[src/hdl/alr_pkg.sv]
package alr_pkg;

	localparam int FRAC_BITS  = 16;
	localparam int COORD_BITS = 16;
	localparam int ALPHA_BITS = 8;
	localparam int DIM_BITS   = 13;

	// minor coordinate gets two guard bits: floor+1 of a line ending near the top
	// of the coordinate range must not wrap for the clipping test
	localparam int MINOR_BITS    = COORD_BITS + 2;
	localparam int ACC_BITS      = MINOR_BITS + FRAC_BITS;
	localparam int GRAD_BITS     = FRAC_BITS + 2;
	localparam int DIVIDEND_BITS = COORD_BITS + FRAC_BITS;
	localparam int DIV_CNT_BITS  = $clog2(DIVIDEND_BITS);

	localparam logic [DIM_BITS-1:0] DIM_RESET = DIM_BITS'(1024);

	typedef enum logic {
		CMD_START = 1'b0,
		CMD_STEP  = 1'b1
	} cmd_t;

	typedef enum logic {
		CFG_IMAGE_WIDTH  = 1'b0,
		CFG_IMAGE_HEIGHT = 1'b1
	} cfg_reg_t;

	typedef enum logic [1:0] {
		ST_IDLE,
		ST_DIV,
		ST_PIX0,
		ST_PIX1
	} state_t;

	typedef struct packed {
		logic [COORD_BITS-1:0] x;
		logic [COORD_BITS-1:0] y;
		logic [ALPHA_BITS-1:0] alpha;
		logic                  in_image;
	} pix_t;

endpackage

[src/hdl/alr_divider.sv]
module alr_divider (
	input  logic                                 clk,
	input  logic                                 arst_n,
	input  logic                                 start,
	input  logic [alr_pkg::DIVIDEND_BITS-1:0]    dividend,
	input  logic [alr_pkg::COORD_BITS-1:0]       divisor,
	output logic                                 done,
	output logic [alr_pkg::GRAD_BITS-2:0]        quotient
);
	import alr_pkg::*;

	localparam logic [DIV_CNT_BITS-1:0] LAST_ITER = DIV_CNT_BITS'(DIVIDEND_BITS - 1);

	logic                      run_q;
	logic                      done_q;
	logic [DIV_CNT_BITS-1:0]   cnt_q;
	logic [COORD_BITS-1:0]     rem_q;
	logic [COORD_BITS-1:0]     dvs_q;
	logic [DIVIDEND_BITS-1:0]  quo_q;

	logic [COORD_BITS:0] shifted;
	logic [COORD_BITS:0] diff;
	logic                take;

	// one quotient bit a cycle, restoring form
	assign shifted = {rem_q, quo_q[DIVIDEND_BITS-1]};
	assign diff    = shifted - {1'b0, dvs_q};
	assign take    = ~diff[COORD_BITS];

	always_ff @(posedge clk or negedge arst_n) begin
		if (!arst_n) begin
			run_q  <= 1'b0;
			done_q <= 1'b0;
			cnt_q  <= '0;
		end else begin
			done_q <= run_q && (cnt_q == LAST_ITER);
			if (start) begin
				run_q <= 1'b1;
				cnt_q <= '0;
			end else if (run_q) begin
				cnt_q <= cnt_q + 1'b1;
				if (cnt_q == LAST_ITER)
					run_q <= 1'b0;
			end
		end
	end

	always_ff @(posedge clk) begin
		if (start) begin
			rem_q <= '0;
			dvs_q <= divisor;
			quo_q <= dividend;
		end else if (run_q) begin
			rem_q <= take ? diff[COORD_BITS-1:0] : shifted[COORD_BITS-1:0];
			quo_q <= {quo_q[DIVIDEND_BITS-2:0], take};
		end
	end

	assign done     = done_q;
	assign quotient = quo_q[GRAD_BITS-2:0];

endmodule

[src/hdl/alr_pixel.sv]
module alr_pixel (
	input  logic                                 sel_upper,
	input  logic                                 x_major,
	input  logic signed [alr_pkg::COORD_BITS-1:0] major_pos,
	input  logic signed [alr_pkg::ACC_BITS-1:0]   acc,
	input  logic [alr_pkg::ALPHA_BITS-1:0]       alpha,
	input  logic [alr_pkg::DIM_BITS-1:0]         image_width,
	input  logic [alr_pkg::DIM_BITS-1:0]         image_height,
	output alr_pkg::pix_t                        pix
);
	import alr_pkg::*;

	localparam int WEIGHT_BITS = FRAC_BITS + 1;
	localparam int PROD_BITS   = ALPHA_BITS + WEIGHT_BITS;
	localparam logic [WEIGHT_BITS-1:0] ONE  = WEIGHT_BITS'(1) << FRAC_BITS;
	localparam logic [PROD_BITS-1:0]   HALF = PROD_BITS'(1) << (FRAC_BITS - 1);

	logic signed [MINOR_BITS-1:0] floor_v;
	logic signed [MINOR_BITS-1:0] minor;
	logic signed [MINOR_BITS-1:0] major_ext;
	logic signed [MINOR_BITS-1:0] px;
	logic signed [MINOR_BITS-1:0] py;
	logic [FRAC_BITS-1:0]         frac;
	logic [WEIGHT_BITS-1:0]       weight;
	logic [PROD_BITS-1:0]         prod;
	logic                         x_in;
	logic                         y_in;

	assign floor_v   = acc[ACC_BITS-1:FRAC_BITS];
	assign frac      = acc[FRAC_BITS-1:0];
	assign minor     = sel_upper ? floor_v + MINOR_BITS'(1) : floor_v;
	assign major_ext = MINOR_BITS'(major_pos);
	assign px        = x_major ? major_ext : minor;
	assign py        = x_major ? minor : major_ext;

	assign weight = sel_upper ? {1'b0, frac} : ONE - {1'b0, frac};
	assign prod   = PROD_BITS'(alpha) * PROD_BITS'(weight) + HALF;

	// clipping on the unwrapped coordinate
	assign x_in = ~px[MINOR_BITS-1] &&
		(px[MINOR_BITS-2:0] < (MINOR_BITS-1)'(image_width));
	assign y_in = ~py[MINOR_BITS-1] &&
		(py[MINOR_BITS-2:0] < (MINOR_BITS-1)'(image_height));

	always_comb begin
		pix.x        = px[COORD_BITS-1:0];
		pix.y        = py[COORD_BITS-1:0];
		pix.alpha    = prod[FRAC_BITS+ALPHA_BITS-1:FRAC_BITS];
		pix.in_image = x_in && y_in;
	end

endmodule

[src/hdl/antialiased_line_rasterizer_core.sv]
// Start item: accepted, then (unless the line has zero length) the shift-subtract divider
//   runs one quotient bit a cycle, 32 bits; the block takes no new item until it is done.
// Step item: accept, floor pixel, floor+1 pixel, weighted in turn through one
//   coverage multiplier, plus any cycles the result side stalls.
// arst_n clears the sequencer, line state and output valid; width and height
//   return to 1024.
module antialiased_line_rasterizer_core (
	input  logic                                  clk,
	input  logic                                  arst_n,
	input  logic                                  in_valid,
	output logic                                  in_ready,
	input  alr_pkg::cmd_t                         command,
	input  logic signed [alr_pkg::COORD_BITS-1:0] start_x,
	input  logic signed [alr_pkg::COORD_BITS-1:0] start_y,
	input  logic signed [alr_pkg::COORD_BITS-1:0] end_x,
	input  logic signed [alr_pkg::COORD_BITS-1:0] end_y,
	input  logic [alr_pkg::ALPHA_BITS-1:0]        line_alpha,
	output logic                                  out_valid,
	input  logic                                  out_ready,
	output logic signed [alr_pkg::COORD_BITS-1:0] pixel_x,
	output logic signed [alr_pkg::COORD_BITS-1:0] pixel_y,
	output logic [alr_pkg::ALPHA_BITS-1:0]        pixel_alpha,
	output logic                                  inside_image,
	output logic                                  last_of_step,
	output logic                                  line_finished,
	input  logic                                  cfg_valid,
	output logic                                  cfg_ready,
	input  alr_pkg::cfg_reg_t                     cfg_index,
	input  logic [alr_pkg::DIM_BITS-1:0]          cfg_data
);
	import alr_pkg::*;

	localparam int DW = COORD_BITS + 1;
	localparam logic signed [GRAD_BITS-1:0] GRAD_MAX = GRAD_BITS'(1) << FRAC_BITS;

	state_t state_q, state_d;

	logic [DIM_BITS-1:0]           width_q;
	logic [DIM_BITS-1:0]           height_q;
	logic                          active_q;
	logic                          x_major_q;
	logic                          neg_q;
	logic signed [COORD_BITS-1:0]  major_pos_q;
	logic signed [COORD_BITS-1:0]  major_end_q;
	logic signed [ACC_BITS-1:0]    acc_q;
	logic signed [GRAD_BITS-1:0]   grad_q;
	logic [ALPHA_BITS-1:0]         alpha_q;

	logic  out_valid_q;
	pix_t  pix_q;
	logic  last_q;
	logic  fin_q;

	logic in_fire;
	logic slot_free;
	logic load_out;
	logic div_start;
	logic div_done;
	logic [GRAD_BITS-2:0] quot;

	// setup arithmetic on the start item
	logic signed [DW-1:0] dx, dy, adx, ady;
	logic signed [DW-1:0] ma0, ma1, mi0, mi1, sma0, sma1, smi0, smi1;
	logic signed [DW-1:0] den, num, anum;
	logic                 x_major_d;
	logic [DIVIDEND_BITS-1:0] dividend;

	always_comb begin
		dx   = DW'(end_x) - DW'(start_x);
		dy   = DW'(end_y) - DW'(start_y);
		adx  = dx[DW-1] ? -dx : dx;
		ady  = dy[DW-1] ? -dy : dy;
		x_major_d = adx > ady;
		ma0  = x_major_d ? DW'(start_x) : DW'(start_y);
		ma1  = x_major_d ? DW'(end_x)   : DW'(end_y);
		mi0  = x_major_d ? DW'(start_y) : DW'(start_x);
		mi1  = x_major_d ? DW'(end_y)   : DW'(end_x);
		if (ma1 < ma0) begin
			sma0 = ma1; sma1 = ma0; smi0 = mi1; smi1 = mi0;
		end else begin
			sma0 = ma0; sma1 = ma1; smi0 = mi0; smi1 = mi1;
		end
		den  = sma1 - sma0;
		num  = smi1 - smi0;
		anum = num[DW-1] ? -num : num;
		dividend = {anum[COORD_BITS-1:0], FRAC_BITS'(0)} +
			DIVIDEND_BITS'(den[COORD_BITS-1:1]);
	end

	logic signed [COORD_BITS:0] pos_next;
	logic                       fin;
	pix_t                       pix;

	assign pos_next = DW'(major_pos_q) + DW'(1);
	assign fin      = pos_next >= DW'(major_end_q);

	alr_divider u_div (
		.clk      (clk),
		.arst_n   (arst_n),
		.start    (div_start),
		.dividend (dividend),
		.divisor  (den[COORD_BITS-1:0]),
		.done     (div_done),
		.quotient (quot)
	);

	alr_pixel u_pix (
		.sel_upper    (state_q == ST_PIX1),
		.x_major      (x_major_q),
		.major_pos    (major_pos_q),
		.acc          (acc_q),
		.alpha        (alpha_q),
		.image_width  (width_q),
		.image_height (height_q),
		.pix          (pix)
	);

	assign in_fire   = in_valid && in_ready;
	assign slot_free = !out_valid_q || out_ready;

	always_comb begin
		state_d = state_q;
		unique case (state_q)
			ST_IDLE: begin
				if (in_fire) begin
					if (command == CMD_START)
						state_d = (den != '0) ? ST_DIV : ST_IDLE;
					else
						state_d = active_q ? ST_PIX0 : ST_IDLE;
				end
			end
			ST_DIV:  state_d = div_done ? ST_IDLE : ST_DIV;
			ST_PIX0: state_d = slot_free ? ST_PIX1 : ST_PIX0;
			ST_PIX1: state_d = slot_free ? ST_IDLE : ST_PIX1;
			default: state_d = ST_IDLE;
		endcase
	end

	always_comb begin
		in_ready  = (state_q == ST_IDLE);
		load_out  = ((state_q == ST_PIX0) || (state_q == ST_PIX1)) && slot_free;
		div_start = in_fire && (command == CMD_START) && (den != '0);
	end

	always_ff @(posedge clk or negedge arst_n) begin
		if (!arst_n) begin
			state_q     <= ST_IDLE;
			active_q    <= 1'b0;
			out_valid_q <= 1'b0;
			width_q     <= DIM_RESET;
			height_q    <= DIM_RESET;
		end else begin
			state_q <= state_d;
			if (cfg_valid && cfg_ready) begin
				unique case (cfg_index)
					CFG_IMAGE_WIDTH:  width_q  <= cfg_data;
					CFG_IMAGE_HEIGHT: height_q <= cfg_data;
					default: ;
				endcase
			end
			if (in_fire && command == CMD_START)
				active_q <= 1'b0;
			else if (state_q == ST_DIV && div_done)
				active_q <= 1'b1;
			else if (state_q == ST_PIX1 && slot_free && fin)
				active_q <= 1'b0;
			if (load_out)
				out_valid_q <= 1'b1;
			else if (out_ready)
				out_valid_q <= 1'b0;
		end
	end

	always_ff @(posedge clk) begin
		if (in_fire && command == CMD_START) begin
			x_major_q   <= x_major_d;
			neg_q       <= num[DW-1];
			major_pos_q <= sma0[COORD_BITS-1:0];
			major_end_q <= sma1[COORD_BITS-1:0];
			acc_q       <= {ACC_BITS'(smi0[COORD_BITS-1:0]) << FRAC_BITS} |
				({ACC_BITS{smi0[COORD_BITS-1]}} << (COORD_BITS + FRAC_BITS));
			alpha_q     <= line_alpha;
		end
		if (state_q == ST_DIV && div_done)
			grad_q <= neg_q ? -$signed({1'b0, quot}) : $signed({1'b0, quot});
		if (state_q == ST_PIX1 && slot_free) begin
			major_pos_q <= pos_next[COORD_BITS-1:0];
			acc_q       <= acc_q + ACC_BITS'(grad_q);
		end
		if (load_out) begin
			pix_q  <= pix;
			last_q <= (state_q == ST_PIX1);
			fin_q  <= fin;
		end
	end

	assign cfg_ready     = 1'b1;
	assign out_valid     = out_valid_q;
	assign pixel_x       = pix_q.x;
	assign pixel_y       = pix_q.y;
	assign pixel_alpha   = pix_q.alpha;
	assign inside_image  = pix_q.in_image;
	assign last_of_step  = last_q;
	assign line_finished = fin_q;

	a_div_done_in_div: assert property (@(posedge clk) disable iff (!arst_n)
		div_done |-> state_q == ST_DIV)
		else $error("divider finished outside division state");

	a_grad_bound: assert property (@(posedge clk) disable iff (!arst_n)
		(active_q && state_q != ST_DIV) |-> (grad_q <= GRAD_MAX && grad_q >= -GRAD_MAX))
		else $error("gradient magnitude above one");

	a_pix_needs_line: assert property (@(posedge clk) disable iff (!arst_n)
		(state_q == ST_PIX0 || state_q == ST_PIX1) |-> active_q)
		else $error("pixel emission without an active line");

endmodule

[config.mk]
export PLATFORM = sky130hd
export DESIGN_NAME = antialiased_line_rasterizer_core
export DESIGN_NICKNAME = d
export VERILOG_FILES = /design/src/hdl/alr_pkg.sv /design/src/hdl/alr_divider.sv /design/src/hdl/alr_pixel.sv /design/src/hdl/antialiased_line_rasterizer_core.sv
export SDC_FILE = /design/constraint.sdc
export NUM_CORES = 1
export LEC_CHECK = 0
export BUFFER_PORTS_ARGS = -buffer_cell sky130_fd_sc_hd__clkbuf_2
export CAP_MARGIN = 25
export CORE_MARGIN = 2
export CORE_UTILIZATION = 28
export CTS_CLUSTER_DIAMETER = 150
export DETAILED_ROUTE_END_ITERATION = 16
export SLEW_MARGIN = 20
export SYNTH_ARGS = -nofsm -noshare
export SYNTH_HDL_FRONTEND = slang
export SYNTH_HIERARCHICAL = 1
export SYNTH_SLANG_ARGS = --single-unit
[constraint.sdc]
create_clock -name clk -period 8.3 [get_ports clk]
set_input_delay 1.66 -clock clk [delete_from_list [all_inputs] [get_ports clk]]
set_output_delay 1.66 -clock clk [all_outputs]
set_load 0.01 [all_outputs]
==> run summary, run 1 <==
In this run the worst path has a maximum fanout of 6. The tools report the launching point of the worst reg2reg path as acc_q[7]. For this block, the via count after detailed routing is 22.08k. The initial core utilization was 28.13%; the worst path arrival time was 11.86 ns. For the number of nets in the layout, the log shows 3767. The number of maximum-capacitance violations is 0.

The worst hold path terminates at height_q[3]. The congestion estimate from routability-driven global placement came to 0.9003. For the worst-skew pair, the clock arrives at the later sink with an insertion delay of 0.57 ns.

The run gives 90760 sq um as the full die area. Leaving out fill and tap cells, the most frequent cell in the layout is sky130_fd_sc_hd__buf_4. Leaving out fill and tap cells, the most frequent cells in the layout are 389 x sky130_fd_sc_hd__buf_4, 274 x sky130_fd_sc_hd__inv_1, 216 x sky130_fd_sc_hd__ha_1. In the synthesized netlist the dominant register cell turns out to be sky130_fd_sc_hd__edfxtp_1. Counting cells, the worst reg-to-reg path comes to 17.

TritonCTS built the clock tree. The post-synthesis area per instance was 8.809 sq um; the number of levels in the clock H-tree was 1. The filler cells instantiated in the layout total 8710. Synthesis inferred 238 register bits. The number of cells on the critical path was 45. In this run, synthesis inferred 185 flip-flops with an integrated enable. The number of slew-limit violations in the final report came out at 0. For the half-perimeter wire length of the detailed placement result, the log shows 57480 um. The worst hold-check path type was flip-flop to flip-flop.

In this run the tightest slew margin relative to its limit is 19.78%. The type of element capturing the critical path is a flip-flop. Wires add up to 74300 um. 138 I/O pins were placed. The async set or reset register ratio after synthesis was 15.55%; the yosys synthesis warning count was 6. Share of the cycle needed by the critical path after routing: 139.0%.

The smallest clock period supported by the final layout is computed as 11.54 ns. Timing would allow up to 86.69 MHz. Start point of the worst hold path: height_q[3]. Clock tree root driver cell: sky130_fd_sc_hd__clkbuf_16. The first detailed-routing pass took 5 iterations. The most numerous cell type found on the critical path is sky130_fd_sc_hd__or3_4. Entering global routing, the biggest net connects 51 pins. The critical path is of the input pin to flip-flop type.

By area the synthesized netlist is led by sky130_fd_sc_hd__edfxtp_1 22%, sky130_fd_sc_hd__ha_1 12%, sky130_fd_sc_hd__fa_1 7.5%. The run gives 109 as the number of cell rows. Measured along the y axis, the die boundary spans 301.3 um. The run gives 1263 as the number of violations reported at the end of detailed-routing iteration 0. STA classifies the critical path startpoint as an input pin. In this run the horizontal extent of the chip is 301.3 um. For the number of clock buffers inserted by TritonCTS, the log shows 29.

For the via count of the first global-routing pass, the log shows 21.58k. The post-synthesis sequential area ratio is 27.50%. The flow ran to the end, but the final reports show violations.

The run gives 0.01850 ns as the clock skew. The final worst setup slack is -3.236 ns, and the post-synth net total is 3224. In the final routed layout, each cell accounts on average for 16.37 um. Hold repair after CTS inserted 0 buffers. The cell depth of the worst hold path is 1, and the longest individual stage delay on the worst path is 0.64 ns. Setup violations remaining at the end of the flow were counted as 168.

The cell taking the most area after synthesis is sky130_fd_sc_hd__edfxtp_1. Summed over its instances, the top area cell type makes up 22.45% of the synthesized netlist area. Gate family responsible for the most delay along the worst path: simple AND/OR/NAND/NOR gates. The number of antenna diodes in the final layout is 0. For the global-route total usage across every layer, the log shows 15.66%.

The post-route netlist has 31.94% of its cells at a drive strength greater than 1. The global-route congestion overflow total was 0. For this run, the share of the core covered by cells in the final layout is 38.10%. The cell with the biggest individual delay on the critical path was sky130_fd_sc_hd__or4b_4.

The final-report hold violation count is 0. Once detail routing completed, the nets flagged for antenna violations numbered 0. The layout overhead on the synthesized area was 35.45%. Counting every instance in the synthesized netlist gives 2809.

The endpoint identified for the worst register-to-register timing path is pixel_alpha[4]. For the count of clock tree sinks, the log shows 238. The mean number of vias per cell is 4.864, and the wire length of the first global-routing pass is 114800 um. The transition at the pin with the smallest max-transition slack came out at 1.202 ns. The checks that failed: setup timing. The logs give 3 for the maximum clock path buffer count and 8.62 ns for the endpoint required time on the critical path.

The number of distinct standard cells referenced by the synthesized netlist is 99, and the number of input and output port buffers inserted is 136. The remaining design rule violation count was 0; the clock-pin slew of the registers on the worst-case setup and hold paths was 0.06 ns. The initial antenna violation count is 2, and the floorplan core area is 87970 sq um.

The tools report the final hold slack as 0.5029 ns. Setup repair after global routing could not meet its margin everywhere. The critical path contains buffers and inverters numbering 3 combined. The setup slack on the worst flop-to-flop path was 1.58 ns. The run gives 24740 sq um as the total standard cell area after synthesis.
## metrics by stage
stage          TNS (ns)  std cells  area, sq um  setup slack [ns]
5_1_grt         -398.24       4540        33520            -3.587
3_3_place_gp    -503.38       4396        29830            -4.254
3_5_place_dp    -536.34       4397        29860            -4.469
4_1_cts         -331.93       4500        32130            -3.224
6_report        -358.75       4540        33520            -3.236
2_1_floorplan   -358.45       2809        25460            -4.071
## logic make-up (layout without fill, tap and decap cells)
family	Yosys count	after routing	share of synthesized area, %
other cells	2	2	0.03035
flops	238	238	27.50
xor+xnor	171	171	6.174
simple gates	931	935	18.89
compound gates	613	613	15.91
mux	134	136	5.871
buf+inv	394	954	6.356
fa+ha+maj	326	326	19.28
## timing repair
action                                 in CTS  in global routing
buffers inserted                           38                 44
setup endpoints to repair                 169                169
pin swaps                                  58                 86
resized for setup                         193                236
endpoints found under the hold margin       0                  0
cloned                                     11                 10
## final cells by class
type | count | area, sq um | area share (%)
flip-flops and latches | 238 | 6805 | 20.30
well taps | 1165 | 1458 | 4.349
clock buffers | 46 | 829.5 | 2.475
inverters | 286 | 1114 | 3.323
multi-input cells | 2183 | 18230 | 54.38
repair buffers | 612 | 4952 | 14.78
repair inverters | 2 | 17.52 | 0.05226
clock inverters | 8 | 113.9 | 0.3397
## per-layer routing
metal / share of wire, % / wire [um] / global-route usage (%)
met3: 4.5 / 3316 / 1.981
met5: 0.016 / 12 / 0
met4: 2.0 / 1501 / 3.518
met2: 47 / 34720 / 26.12
met1: 47 / 34750 / 21.53
## synth_stat cells (27+ instances only)
cell type and instances:
sky130_fd_sc_hd__o21ai_0 143, sky130_fd_sc_hd__nand2_1 239, sky130_fd_sc_hd__inv_1 286, sky130_fd_sc_hd__mux2i_1 48, sky130_fd_sc_hd__o211ai_1 31, sky130_fd_sc_hd__or3_1 40, sky130_fd_sc_hd__mux2_2 85, sky130_fd_sc_hd__a211oi_1 29
sky130_fd_sc_hd__dfrtp_1 35, sky130_fd_sc_hd__a21oi_1 176, sky130_fd_sc_hd__xnor2_1 105, sky130_fd_sc_hd__edfxtp_1 185, sky130_fd_sc_hd__nand2b_1 49, sky130_fd_sc_hd__nand4_1 28, sky130_fd_sc_hd__ha_1 230, sky130_fd_sc_hd__xor2_1 62
sky130_fd_sc_hd__and3_1 43, sky130_fd_sc_hd__nor3_1 34, sky130_fd_sc_hd__nor2_1 239, sky130_fd_sc_hd__a21o_1 46, sky130_fd_sc_hd__and2_1 27, sky130_fd_sc_hd__fa_1 93, sky130_fd_sc_hd__nand3_1 47, sky130_fd_sc_hd__nor2b_1 112
sky130_fd_sc_hd__clkbuf_1 57
## worst max-delay path by stage
| stage | startpoint | to | slack [ns] |
|---|---|---|---|
| finish | start_y[1] | u_div/quo_q[31] | -3.24 |
| CTS | end_y[0] | u_div/quo_q[30] | -3.22 |
| floorplan | start_y[1] | u_div/quo_q[31] | -4.07 |
| global route | start_x[1] | u_div/quo_q[31] | -3.59 |
| global placement | start_y[1] | u_div/quo_q[31] | -4.25 |
| detailed placement | start_y[1] | u_div/quo_q[31] | -4.47 |
## flip-flops by register name, summed over array words and instances, names as in the netlist, 2 cells and up
register	cells
alpha_q	8
u_div/quo_q	32
grad_q	18
major_end_q	16
pixel_alpha	8
state_q	2
major_pos_q	16
width_q	13
u_div/dvs_q	16
u_div/rem_q	16
height_q	13
pixel_y	16
acc_q	34
u_div/cnt_q	5
pixel_x	16
Power of run 1 is not shown: default switching activity piles up to over one toggle a cycle in this logic, so the estimate is an artifact.
==> run 2: changes to the inputs <==
--- a/config.mk
+++ b/config.mk
@@ -5,12 +5,13 @@
 export SDC_FILE = /design/constraint.sdc
 export NUM_CORES = 1
 export LEC_CHECK = 0
-export BUFFER_PORTS_ARGS = -buffer_cell sky130_fd_sc_hd__clkbuf_2
+export ABC_CLOCK_PERIOD_IN_PS = 8300
 export CAP_MARGIN = 25
 export CORE_MARGIN = 2
 export CORE_UTILIZATION = 28
 export CTS_CLUSTER_DIAMETER = 150
 export DETAILED_ROUTE_END_ITERATION = 16
+export DONT_BUFFER_PORTS = 1
 export SLEW_MARGIN = 20
 export SYNTH_ARGS = -nofsm -noshare
 export SYNTH_HDL_FRONTEND = slang
==> run summary, run 2 (same netlist as run 1, synthesis figures left out) <==
The die outline height is 301.3 um (unchanged). Sum of buffers and inverters on the critical path: 6 (+3). Post-detailed-route wirelength per cell: 16.93 um (+3.5%). The number of slew-limit violations in the final report was 0 (unchanged); the clock-pin slew of the registers on the worst-case setup and hold paths was 0.06 ns (about the same). The tools report the final hold slack as 0.5069 ns (+0.003985 ns). Detailed-route wire length: 72550 um (-2.4%).

The count of clock tree sinks is 238 (unchanged), and the number of cell rows is 109 (unchanged). The clock skew is 0.04223 ns (+0.02374 ns), and the clock latency reported for the late side of the worst-skew pair is 0.59 ns (+0.02 ns). The number of cells on the critical path came out at 49 (+8.9%). The maximum clock path buffer count was 3 (unchanged). The wire length of the first global-routing pass was 111800 um (-2.7%); the layout overhead on the synthesized area was 24.85%.

The worst hold-check path type is flip-flop to flip-flop. The summed area of non-filler cells in the final layout came out at 30890 sq um (-7.8%). The endpoint identified for the worst register-to-register timing path is pixel_alpha[4].

The count of pins on the block boundary was 138 (unchanged); the final RePlAce weighted congestion was 0.9128 (+1.4%). For the number of violations reported at the end of detailed-routing iteration 0, the log shows 1365 (+8.1%). Setup repair after global routing could not meet its margin everywhere.

For the number of maximum-capacitance violations, the log shows 0 (unchanged). The endpoint required time on the critical path is 8.64 ns (+0.02 ns). The run gives 0 (unchanged) as the final-report hold violation count. In this design, the largest share of critical-path delay is due to simple AND/OR/NAND/NOR gates.

The tools report the number of levels in the clock H-tree as 1 (unchanged). The total number of vias was 21.05k (-4.7%). The share of the cycle needed by the critical path after routing was 139.3% (+0.29 points). The tools report the residual antenna-violating net count after detailed routing as 0 (unchanged). The initial core utilization is 28.13% (unchanged). In the final layout, the registers with the most flip-flops are acc_q: 34 flops, u_div/quo_q: 32 flops, grad_q: 18 flops. The time the final worst path needs with I/O delays and setup works out to 11.56 ns (+0.02391 ns). The half-perimeter wire length of the detailed placement result came out at 56880 um (-1.0%). STA classifies the critical path endpoint as a flip-flop. The remaining max-slew budget at the tightest pin is 31.43% (+12 points), and the global-route total usage across every layer is 15.43% (-0.24 points).

The largest individual stage delay along the critical path comes from the cell sky130_fd_sc_hd__fa_2. The flow ran to the end, but the final reports show violations. The global-route congestion overflow total is 0 (unchanged). The tools report the number of endpoints failing setup at the final stage as 169 (+0.60%).

The cell depth of the worst flop-to-flop path works out to 18 (+1). Ratio of cells with drive above 1 in the final layout: 23.70% (-8.2 points). The full die area was 90760 sq um (unchanged). In the layout the commonest cells are 334 x sky130_fd_sc_hd__buf_4, 277 x sky130_fd_sc_hd__inv_1, 229 x sky130_fd_sc_hd__nor2_1. The final reports fail on setup timing. Leaving out fill and tap cells, the most frequent cell in the layout is sky130_fd_sc_hd__buf_4.

The setup slack on the worst flop-to-flop path was 1.76 ns (+0.18 ns); the instance count after placement with tap cells included was 4192 (-4.7%). The register with the highest flop count is acc_q. Biggest fanout along the worst timing path: 13 (+7). The tools report the nature of the critical path startpoint as an input pin. TritonCTS built the clock tree. The longest individual stage delay on the worst path is 0.41 ns (-0.23 ns), and the mean number of vias per cell is 4.913 (+1.0%). The run gives 3511 (-6.8%) as the number of nets in the layout.

For the via count of the first global-routing pass, the log shows 20.41k (-5.4%). Tracing the worst setup path back leads to its startpoint at end_y[0]. The final worst setup slack was -3.260 ns (-0.02391 ns); the chip width was 301.3 um (unchanged). The worst path arrival time is 11.90 ns (+0.04 ns). The floorplan core area is 87970 sq um (unchanged), and the number of flip-flops in the largest register is 34 (unchanged). Among the stages of the critical path, the cell type that occurs most often is sky130_fd_sc_hd__or3_4. The remaining design rule violation count is 0 (unchanged). The transition at the pin with the smallest max-transition slack was 1.029 ns (-0.1734 ns).

Area of placed instances: 28610 sq um (-4.2%). The startpoint identified for the worst register-to-register timing path is acc_q[3]. The number of input and output port buffers inserted is 0 (-100%). The run gives 28 (-3.4%) as the number of clock buffers inserted by TritonCTS.

The clock tree root driver cell was sky130_fd_sc_hd__clkbuf_16. The critical path in this run is classified as input pin to flip-flop. For the non-filler instance count after layout, the log shows 4284 (-5.6%).

The endpoint of the most critical setup path was u_div/quo_q[31]. The number of search-and-repair iterations in the first detailed-routing pass is 6 (+1), and the maximum clock rate is 86.51 MHz (-0.21%). For the pin count of the biggest net entering global routing, the log shows 53 (+3.9%).

The initial antenna violation count is 7 (+5).
run 2: changes by cell type in the layout (fill, tap and decap cells not counted), moves of 8 or more:
cell	change
sky130_fd_sc_hd__xnor2_1	+9
sky130_fd_sc_hd__buf_8	-8
sky130_fd_sc_hd__buf_6	-45
sky130_fd_sc_hd__clkbuf_1	-8
sky130_fd_sc_hd__o21ai_2	-16
sky130_fd_sc_hd__mux2_4	-8
sky130_fd_sc_hd__nor2_2	-9
sky130_fd_sc_hd__nor2_1	+16
sky130_fd_sc_hd__buf_4	-55
sky130_fd_sc_hd__clkbuf_2	-132
sky130_fd_sc_hd__a21oi_1	+10
sky130_fd_sc_hd__o21ai_0	+11
run 2: area by class of cell:
cell class	instances	area, sq um
flip-flops and latches	238	6804
inverters	286	1105
clock inverters	19	225.2
repair buffers	360	2973
multi-input cells	2182	17610
fillers	8950	57070
well taps	1165	1458
clock buffers	33	719.4
diodes	1	2.502
run 2: repair_timing:
| action | 4_1_cts | 5_1_grt |
|---|---|---|
| pin swaps | 27 | 49 |
| gates resized for setup | 87 | 139 |
| hold endpoints to repair | 0 | 0 |
| setup buffers | 8 | 22 |
| hold buffers | 0 | 0 |
| gates cloned | 4 | 6 |
| endpoints found under the setup margin | 169 | 169 |
run 2: how the worst min path moves through the flow:
stage | cells after the start | startpoint | to | slack [ns]
after floorplan | 2 | u_div/rem_q[4] | u_div/rem_q[4] | 0.48
after global placement | 1 | height_q[8] | height_q[8] | 0.49
after detailed placement | 1 | width_q[2] | width_q[2] | 0.50
after CTS | 1 | width_q[2] | width_q[2] | 0.51
after global routing | 1 | width_q[2] | width_q[2] | 0.52
final | 1 | width_q[2] | width_q[2] | 0.51
run 2: through the flow:
step	setup slack [ns]	util, %	setup TNS [ns]
2_1_floorplan	-4.071	-	-358.45
3_3_place_gp	-4.010	32.53	-499.76
3_5_place_dp	-4.180	32.53	-525.76
6_report	-3.260	35.12	-309.89
5_1_grt	-3.602	35.12	-354.02
4_1_cts	-3.162	34.20	-311.15
run 2: routing by layer:
layer	GRT usage, %	vias up	part of all wire [%]
li1	-	10447	-
met1	20.95	10004	46
met2	26.12	487	47
met3	2.089	105	4.7
met4	3.044	6	2.2
met5	0	-	0.051
run 2: worst register-to-register path: cells and delay by family (launching register included):
family,cells,cell delay [ns]
xor+xnor,2,0.59
buf+inv,1,0.06
flops,1,0.47
compound gates,4,0.96
fa+ha+maj,5,2.43
simple gates,6,1.78
Power of run 2 is left out for the same reason.
